**config.mk**
```make
export PLATFORM = sky130hd
export DESIGN_NAME = bpba_ctrl
export DESIGN_NICKNAME = d
export VERILOG_FILES = /design/src/rtl/bpba_pkg.sv /design/src/rtl/bpba_ctrl.sv
export SDC_FILE = /design/constraint.sdc
export NUM_CORES = 1
export LEC_CHECK = 0
export BUFFER_PORTS_ARGS = -buffer_cell sky130_fd_sc_hd__buf_4
export CAP_MARGIN = 10
export CORE_MARGIN = 3
export CORE_UTILIZATION = 40
export CTS_CLUSTER_SIZE = 14
export DETAILED_ROUTE_END_ITERATION = 8
export GPL_TIMING_DRIVEN = 0
export PLACE_DENSITY = 0.66
export SYNTH_ARGS = -nofsm -noshare
export SYNTH_HDL_FRONTEND = slang
export SYNTH_SLANG_ARGS = --single-unit
```
**constraint.sdc**
```tcl
create_clock -name clk -period 1.3 [get_ports clk]
set_input_delay 0.13 -clock clk [delete_from_list [all_inputs] [get_ports clk]]
set_output_delay 0.13 -clock clk [all_outputs]
set_load 0.005 [all_outputs]
```
**src/rtl/bpba_pkg.sv**
```systemverilog
// shared types, codes and constants of the bitmap page block allocator
`default_nettype none
package bpba_pkg;

  localparam int PAGE_BLOCKS_MAX_DEF = 1024;

  localparam int OP_W    = 2;
  localparam int BYTES_W = 31;
  localparam int IDX_W   = 10;
  localparam int ST_W    = 2;
  localparam int LEN_W   = 8;
  localparam int PB_W    = 11;
  localparam int SHIFT_W = 5;
  localparam int CFG_W   = 11;
  localparam int CFG_IW  = 2;
  localparam int SP_W    = 11;

  localparam logic [OP_W-1:0] OP_ALLOC = 2'd0;
  localparam logic [OP_W-1:0] OP_MARK  = 2'd1;
  localparam logic [OP_W-1:0] OP_SWEEP = 2'd2;
  localparam logic [OP_W-1:0] OP_QUERY = 2'd3;

  localparam logic [ST_W-1:0] ST_OK       = 2'd0;
  localparam logic [ST_W-1:0] ST_NO_ROOM  = 2'd1;
  localparam logic [ST_W-1:0] ST_BAD_SIZE = 2'd2;
  localparam logic [ST_W-1:0] ST_NO_START = 2'd3;

  localparam logic [CFG_IW-1:0] REG_PAGE_BLOCKS  = 2'd0;
  localparam logic [CFG_IW-1:0] REG_FIRST_USABLE = 2'd1;
  localparam logic [CFG_IW-1:0] REG_BLOCK_SHIFT  = 2'd2;
  localparam logic [CFG_IW-1:0] REG_FIXED_MODE   = 2'd3;

  localparam logic [PB_W-1:0]    PAGE_BLOCKS_RST = 11'd1024;
  localparam logic [SHIFT_W-1:0] BLOCK_SHIFT_RST = 5'd3;
  localparam logic [SP_W-1:0]    SP_SAT          = 11'h7FF;

  typedef enum logic [3:0] {
    CMD_NONE,
    CMD_CLR_ALL,
    CMD_CLR_MARK,
    CMD_LOAD,
    CMD_SIZE,
    CMD_MARK,
    CMD_QUERY,
    CMD_BEGIN,
    CMD_FAIL,
    CMD_FAIL_SP,
    CMD_BAD,
    CMD_STEP,
    CMD_SKIP,
    CMD_FREE,
    CMD_ZERO,
    CMD_GRANT
  } cmd_t;

  // second grant flavor is selected by fixed mode inside the datapath
  typedef struct packed {
    logic [OP_W-1:0] op;
    logic fixed;
    logic sweep;
    logic bad_size;
    logic pos_ge_end;
    logic pos_n_gt_end;
    logic marked;
    logic avail_hit;
    logic k_last;
    logic clr_last;
  } dp_status_t;

endpackage
`default_nettype wire

```
**src/rtl/bpba_ctrl.sv**
```systemverilog
// controller: sequences clearing passes, decode, bitmap scan and length table writes
`default_nettype none
module bpba_ctrl (
  input  wire logic                 clk,
  input  wire logic                 rst_n,
  input  wire logic                 start,
  output logic                      busy,
  input  wire bpba_pkg::dp_status_t stat,
  output bpba_pkg::cmd_t            cmd
);
  import bpba_pkg::*;

  localparam logic [3:0] S_RST_CLR  = 4'd0;
  localparam logic [3:0] S_IDLE     = 4'd1;
  localparam logic [3:0] S_WAIT1    = 4'd2;
  localparam logic [3:0] S_DISPATCH = 4'd3;
  localparam logic [3:0] S_FWAIT    = 4'd4;
  localparam logic [3:0] S_VEVAL    = 4'd5;
  localparam logic [3:0] S_VCHK     = 4'd6;
  localparam logic [3:0] S_VWAIT    = 4'd7;
  localparam logic [3:0] S_ZERO     = 4'd8;
  localparam logic [3:0] S_FINAL    = 4'd9;
  localparam logic [3:0] S_CLR_MARK = 4'd10;

  logic [3:0] state_r, state_nxt;

  always_comb begin
    state_nxt = state_r;
    cmd       = CMD_NONE;
    case (state_r)
      S_RST_CLR: begin
        cmd = CMD_CLR_ALL;
        if (stat.clr_last) state_nxt = S_IDLE;
      end
      S_IDLE: begin
        if (start) begin
          cmd       = CMD_LOAD;
          state_nxt = S_WAIT1;
        end
      end
      S_WAIT1: begin
        cmd       = CMD_SIZE;
        state_nxt = S_DISPATCH;
      end
      S_DISPATCH: begin
        case (stat.op)
          OP_MARK: begin
            cmd       = CMD_MARK;
            state_nxt = S_IDLE;
          end
          OP_SWEEP: begin
            cmd       = CMD_BEGIN;
            state_nxt = S_CLR_MARK;
          end
          OP_QUERY: begin
            cmd       = CMD_QUERY;
            state_nxt = S_IDLE;
          end
          default: begin
            if (stat.fixed) begin
              // fixed mode walks marked blocks one at a time
              if (stat.sweep && !stat.pos_ge_end && stat.marked) begin
                cmd       = CMD_STEP;
                state_nxt = S_FWAIT;
              end else if (stat.pos_ge_end) begin
                cmd       = CMD_FAIL_SP;
                state_nxt = S_IDLE;
              end else begin
                cmd       = CMD_GRANT;
                state_nxt = S_IDLE;
              end
            end else if (stat.bad_size) begin
              cmd       = CMD_BAD;
              state_nxt = S_IDLE;
            end else if (stat.pos_n_gt_end) begin
              cmd       = CMD_FAIL;
              state_nxt = S_IDLE;
            end else if (!stat.sweep) begin
              state_nxt = S_ZERO;
            end else begin
              state_nxt = S_VEVAL;
            end
          end
        endcase
      end
      S_FWAIT: state_nxt = S_DISPATCH;
      S_VEVAL: begin
        if (stat.pos_ge_end) begin
          cmd       = CMD_FAIL_SP;
          state_nxt = S_IDLE;
        end else if (stat.marked) begin
          cmd       = CMD_SKIP;
          state_nxt = S_VCHK;
        end else begin
          cmd       = CMD_FREE;
          state_nxt = stat.avail_hit ? S_ZERO : S_VWAIT;
        end
      end
      S_VCHK: begin
        // a skipped run may leave no room for the request
        if (stat.pos_n_gt_end) begin
          cmd       = CMD_FAIL_SP;
          state_nxt = S_IDLE;
        end else begin
          state_nxt = S_VEVAL;
        end
      end
      S_VWAIT: state_nxt = S_VEVAL;
      S_ZERO: begin
        cmd = CMD_ZERO;
        if (stat.k_last) state_nxt = S_FINAL;
      end
      S_FINAL: begin
        cmd       = CMD_GRANT;
        state_nxt = S_IDLE;
      end
      S_CLR_MARK: begin
        cmd = CMD_CLR_MARK;
        if (stat.clr_last) state_nxt = S_IDLE;
      end
      default: state_nxt = S_IDLE;
    endcase
  end

  always_ff @(posedge clk) begin
    if (!rst_n) begin
      state_r <= S_RST_CLR;
    end else begin
      state_r <= state_nxt;
    end
  end

  assign busy = state_r != S_IDLE;

  a_accept_loads: assert property (@(posedge clk) disable iff (!rst_n)
    (start && !busy) |=> (state_r == S_WAIT1))
    else $error("accepted request did not start decode");

  a_zero_holds: assert property (@(posedge clk) disable iff (!rst_n)
    (state_r == S_ZERO && !stat.k_last) |=> (state_r == S_ZERO))
    else $error("length clear loop left early");

  a_clear_busy: assert property (@(posedge clk) disable iff (!rst_n)
    (state_r == S_CLR_MARK || state_r == S_RST_CLR) |-> busy)
    else $error("request possible during clearing pass");

endmodule
`default_nettype wire

```
# == Word-level counts from Yosys, hierarchy flattened ==
# Cells that the tools add are included.
# totals
regBits,4
inputBits,14
output_inout_bits,5
elab_cells,51
# classes
n_eq_ne,17
mux,25
reduce_logical,8
# ops
operator,n
$mux W4,14
$pmux W4 S9,1
$pmux W4 S8,1
$eq A4 B3 Y1 const B,4
$mux W3,5
$eq A4 B4 Y1 const B,3
$pmux W4 S3,1
$eq A4 B2 Y1 const B,2
$pmux W4 S2,1
$reduce_or A2 Y1,3
$eq A2 B2 Y1 const B,2
$eq A4 B1 Y1 const B,1
$logic_not A4 Y1,1
$ne A2 B2 Y1 const B,2
$ne A4 B1 Y1 const B,1
$reduce_and A3 Y1,1
$eq A2 B1 Y1 const B,1
$logic_and A1 B1 Y1,2
$mux W2,1
$ne A2 B1 Y1 const B,1
$logic_not A1 Y1,1
$mux W1,1

# == Depth between registers and ports, before layout ==
# depth
depth_word,7
ltp_mapped,7
depth_no_buf,7

# == Worst setup path before layout ==
# No wires, ideal clock.
# synth_path
path_type,register to register
start,register state_r[2]
end,register state_r[0]
setup_time_ns,0.124
t_arrival_ns,1.307
t_required_ns,1.176
path_slack_ns,-0.131
stages_incl_launch_ff,6
n_path_buf,1
synth_period_minus_slack_ns,1.431
cell_sequence,dfxtp_1 -> buf_6 -> or3_4 -> a211o_4 -> nor3_2 -> nor3b_1
# synth_via
elab_chain_cells,4
elab_cells_between_ends,17
cone_classes,eq/ne: 12; mux: 1; reduce/logical: 4
# synth_rtl
item,line,rtl
from (decl),bpba_ctrl.sv:25,"logic [3:0] state_r, state_nxt;"
from (signal assigned),bpba_ctrl.sv:129,state_r <= state_nxt;
$eq A4 B4 Y1 or $logic_not A4 Y1 (tied branches),bpba_ctrl.sv:30,case (state_r)
$reduce_or A2 Y1 (no line),n/a,
$ne A2 B1 Y1 (no line),n/a,
$reduce_and A3 Y1 (no line),n/a,
# Parallel ways exist; a longest one is shown, timed or not.
# A chain may end at the register's enable or synchronous reset.

# == Final worst setup path ==
# layout_path
start,register state_r[3]
end,output cmd[0]
# layout_via
elab_chain_cells,2
elab_cells_between_ends,10
cone_classes,eq/ne: 8; mux: 1; reduce/logical: 1
# layout_rtl
item,line,rtl
$eq A4 B4 Y1 (tied with other cells),bpba_ctrl.sv:30,
$pmux W4 S9 (*),bpba_ctrl.sv:30,
to (decl),bpba_ctrl.sv:9,output bpba_pkg::cmd_t cmd
# Mark *: on every way between the ends. The rest lies on a longest branch, timed or not.

==> summary by stage <==
Global routing
Global routing consumed, on the met1 layer, between 20% and 30% of the routing resources. The initial antenna violation count is 0. The first global-routing pass estimated 3.39 mm of wire.

The peak-usage layer in the global routing report is met2. In the global route stage, met2 resource usage came out at roughly 36%. The global-route usage over all layers is between 20% and 30%.

Global routing consumed, on the met3 layer, 3.45% of the routing resources. The global route total overflow is 0. The largest net degree at the start of global routing is 11. The via count of the first global-routing pass came to roughly 750.

Detailed routing
After detailed routing, the average wire length per cell comes to 17.0 um. The DRC violation total after the first TritonRoute iteration is 28. The total wire length is around 2.5 mm.

The DRC violation count after routing is 0. The detailed-routing iteration count for the pre-antenna-repair pass is 4. The vias per cell is 5.99. For this block, the via count after detailed routing is about 870. The detail route stage leaves a number of antenna-violating nets equal to 0.

Setup path
The maximum cell stage delay along the critical path is 0.36 ns. The total buffers and inverters traversed by the critical path is 3. Of all nets on the critical path, the largest fanout is 5. Walking the worst path, the cells encountered are clkbuf_16, buf_4, nor3_4, a21oi_2, o22ai_1, buf_4.

The capturing element type of the critical path is an output port. In this design, the critical path's most frequently occurring cell is buf_4. In this design, the largest share of critical-path delay is due to buffers and inverters.

Data on the critical path is required at its endpoint by between 1 and 1.5 ns. The data arrival at the endpoint of the critical path is between 1 and 1.5 ns. The worst setup path is of the flop to output port kind. The worst setup path is launched from a flop. For this design, the slowest cell found on the critical path is dfxtp_4.

Place
The final weighted congestion of routability-driven global placement is around 0.83. The post-placement worst setup slack is -0.229 ns. Port buffering added 18 buffers. Summed over all nets, the half-perimeter wirelength after detailed placement is between 1 and 1.5 mm.

Final layout
The net count of the finished layout is 150. The most flop-heavy register is state_r. The register with the most flip-flops in the layout has 4 of them.

In the layout the commonest cells are buf_4, nor2_1, a21oi_2. The layout has between 100 and 150 filler cells. The share of layout cells above drive strength 1 is 58.1%. Relative to the synthesized area, the layout overhead comes to 74.5%. The count of antenna diodes in the layout is 0. The commonest non-fill, non-tap cell in the layout is buf_4. In the final layout, the registers with the most flip-flops are state_r: 4 flops.

STA
The count of pins over their slew limit is 0. Setup violations remaining at the end of the flow were counted as 8. The worst pin sits at a relative slew slack of between 70% and 80%.

The final clock period utilization by the worst path is 115%. The transition time at the pin with the least slew margin is 0.429 ns. On the final layout, the worst hold slack is about 0.13 ns. Setup repair after global routing could not meet its margin everywhere. The post-route worst setup slack is -0.194 ns. The final-report hold violation count is 0.

The peak clock frequency supported by timing is 669 MHz. Across the routed clock network, the largest skew measured is ~0.00057 ns. Subtracting the final worst setup slack from the clock period gives about 1.5 ns.

Floorplan
Pin placement for this block handled 19 I/O pins. The full die area is about 2200 um^2. The die width is roughly 47 um. The initialized floorplan defines 14 standard-cell rows. The floorplan step defined a core boundary enclosing ~1500 um^2. The die is between 40 and 50 um tall.

The initial utilization of the core area, before any placement, comes to a little over two fifths.

Logic synthesis
Counting every instance in the synthesized netlist gives 96. The count of distinct cell types in the synthesized netlist is 41. After synthesis, the mean cell area works out to about 7.1 um^2. The synthesized netlist occupies a cell area of a little under 700 um^2. The number of nets in the synthesized netlist is ~120. In this run, synthesis produced a sequential element count of 4. Sequential elements use between 10% and 20% of the synthesized area. The Yosys step of the flow raised 0 warnings.

Power and ir drop
Internal power comes to 0.000398 W. Sequential cells account for 22.1% of the total power. The combinational share of power is a little over half. Net switching is between 30 and 40% of the power.

The clock network is responsible for about 26% of the overall power. The analysis attributes to net switching a power of around 0.00021 W. In this run the static leakage power is 0.485 nW. For this design the ratio of total power to cell area is a little over 500 nW/um^2.

VDD sags by at most slightly below 0.6 mV.

Worst hold path
The type of the tightest min-delay check is input port to flop.

Outcome
The flow ran to the end, but the final reports show violations. The final reports fail on negative setup slack.

Clock tree
For this design, the sink count on the clock tree is 4. The total clock buffers created by CTS is 3. The tree is rooted in a clkbuf_4. The TritonCTS clock tree is yes. The clock passes through at most 2 buffers. Buffers inserted to repair hold after CTS numbered 0. Clock-pin slew was measured on the worst setup and hold paths at ~0.040 ns. The clock latency at the later pin of the worst-skew pair is around 0.24 ns. In this run the number of H-tree levels came out at 1.

Run
Max-cap violations in this run came to 0.
synthesized netlist by cell type:
cell type  instances  area [um^2]
a21oi_1            9         45.0
a2111oi_0          1         8.76
o21ai_0            6         30.0
dfxtp_1            4         80.1
o21a_1             3         22.5
ha_1               5         62.6
buf_4              1         7.51
nand3b_1           2         15.0
or2_2              1         6.26
nor3b_1            1         7.51
a31oi_1            1         6.26
nand2_1            5         18.8
mux2_2             1         11.3
nor3_2             1         10.0
nor3_1             5         25.0
o31a_1             1         8.76
nand4_1            1         6.26
a211oi_1           1         7.51
mux2i_1            1         10.0
o22ai_2            1         12.5
buf_2              1         5.00
buf_6              1         11.3
or3_4              1         11.3
nor2b_1            6         37.5
or4_1              1         7.51
clkbuf_1           3         11.3
o21bai_1           1         7.51
nand2b_1           2         12.5
o311ai_0           1         8.76
a211o_1            1         8.76
inv_1              4         15.0
a21boi_0           1         7.51
nor2_1             9         33.8
o22ai_1            3         18.8
a311oi_1           1         8.76
and4b_1            1         10.0
a211o_4            1         17.5
and3_1             1         6.26
o31ai_1            1         7.51
xor2_1             1         8.76
nand3_1            4         20.0
power groups by stage:
stage	sequential [W]	combinational, W	clock, W
2_1_floorplan	0.000134	0.000127	0
6_report	0.000134	0.000318	0.000155
5_1_grt	0.000135	0.000344	0.000173
3_5_place_dp	0.000136	0.000211	0
3_3_place_gp	0.000136	0.000209	0
4_1_cts	0.000135	0.000278	0.000159
final cells by class:
type	instances	area [um^2]	area share, %
timing repair buffer	32	280	23.7
sequential	4	95.1	8.05
buffer	4	68.8	5.83
multi-input combinational	82	679	57.5
tap	16	20.0	1.69
inverter	4	15.0	1.27
clock buffer	3	22.5	1.91
worst register-to-register path, cell delays in order, from the launching register on:
cell	delay, ns
dfxtp_4	0.37
or3_4	0.41
o22ai_4	0.17
a211o_4	0.16
nor2_2	0.04
o21a_1	0.16
per-stage QoR:
stage	cell area, um^2	std cells	setup TNS [ns]	util (%)	power, W
4_1_cts	1110	145	-1.17	71.9	0.000572
6_report	1180	145	-0.989	76.6	0.000607
3_3_place_gp	840	130	-1.14	54.5	0.000345
2_1_floorplan	684	96	-0.0784	-	0.000262
5_1_grt	1180	145	-1.38	76.6	0.000652
3_5_place_dp	840	130	-1.23	54.5	0.000347
routing by layer:
| layer | up-vias | share of wire (%) | wire length, um |
|---|---|---|---|
| met2 | 36 | 52 | 1280 |
| met5 | - | 0 | 0 |
| met3 | 2 | 5.5 | 135 |
| li1 | 420 | - | - |
| met1 | 410 | 42 | 1030 |
| met4 | 0 | 0.77 | 19 |
cells by family after synthesis:
| kind of cell | after synthesis | synth area share [%] |
|---|---|---|
| xor gates and xnor gates | 1 | 1.29 |
| DFF | 4 | 11.8 |
| AOI/OAI and AO/OA | 33 | 33.5 |
| adders and majority gates | 5 | 9.24 |
| buffers and inverters | 10 | 7.39 |
| muxes | 2 | 3.14 |
| and+or+nand+nor | 41 | 33.6 |
final timing paths:
kind	from	endpoint	slack, ns	cells after the start
setup / recovery	state_r[3]$_SDFFE_PN0P_	cmd[0]	-0.19	6
hold / removal	rst_n	state_r[1]$_SDFFE_PN0P_	0.13	2
setup reg to reg	state_r[1]$_SDFFE_PN0P_	state_r[1]$_SDFFE_PN0P_	-0.12	5
hold reg to reg	state_r[0]$_SDFFE_PN0P_	state_r[3]$_SDFFE_PN0P_	0.77	3
timing repair:
action,CTS,global route
pin swaps,11,8
endpoints found under the setup margin,9,9
setup buffers,12,2
gates resized for setup,41,21
Note: power is estimated with default switching activity, not from simulation.
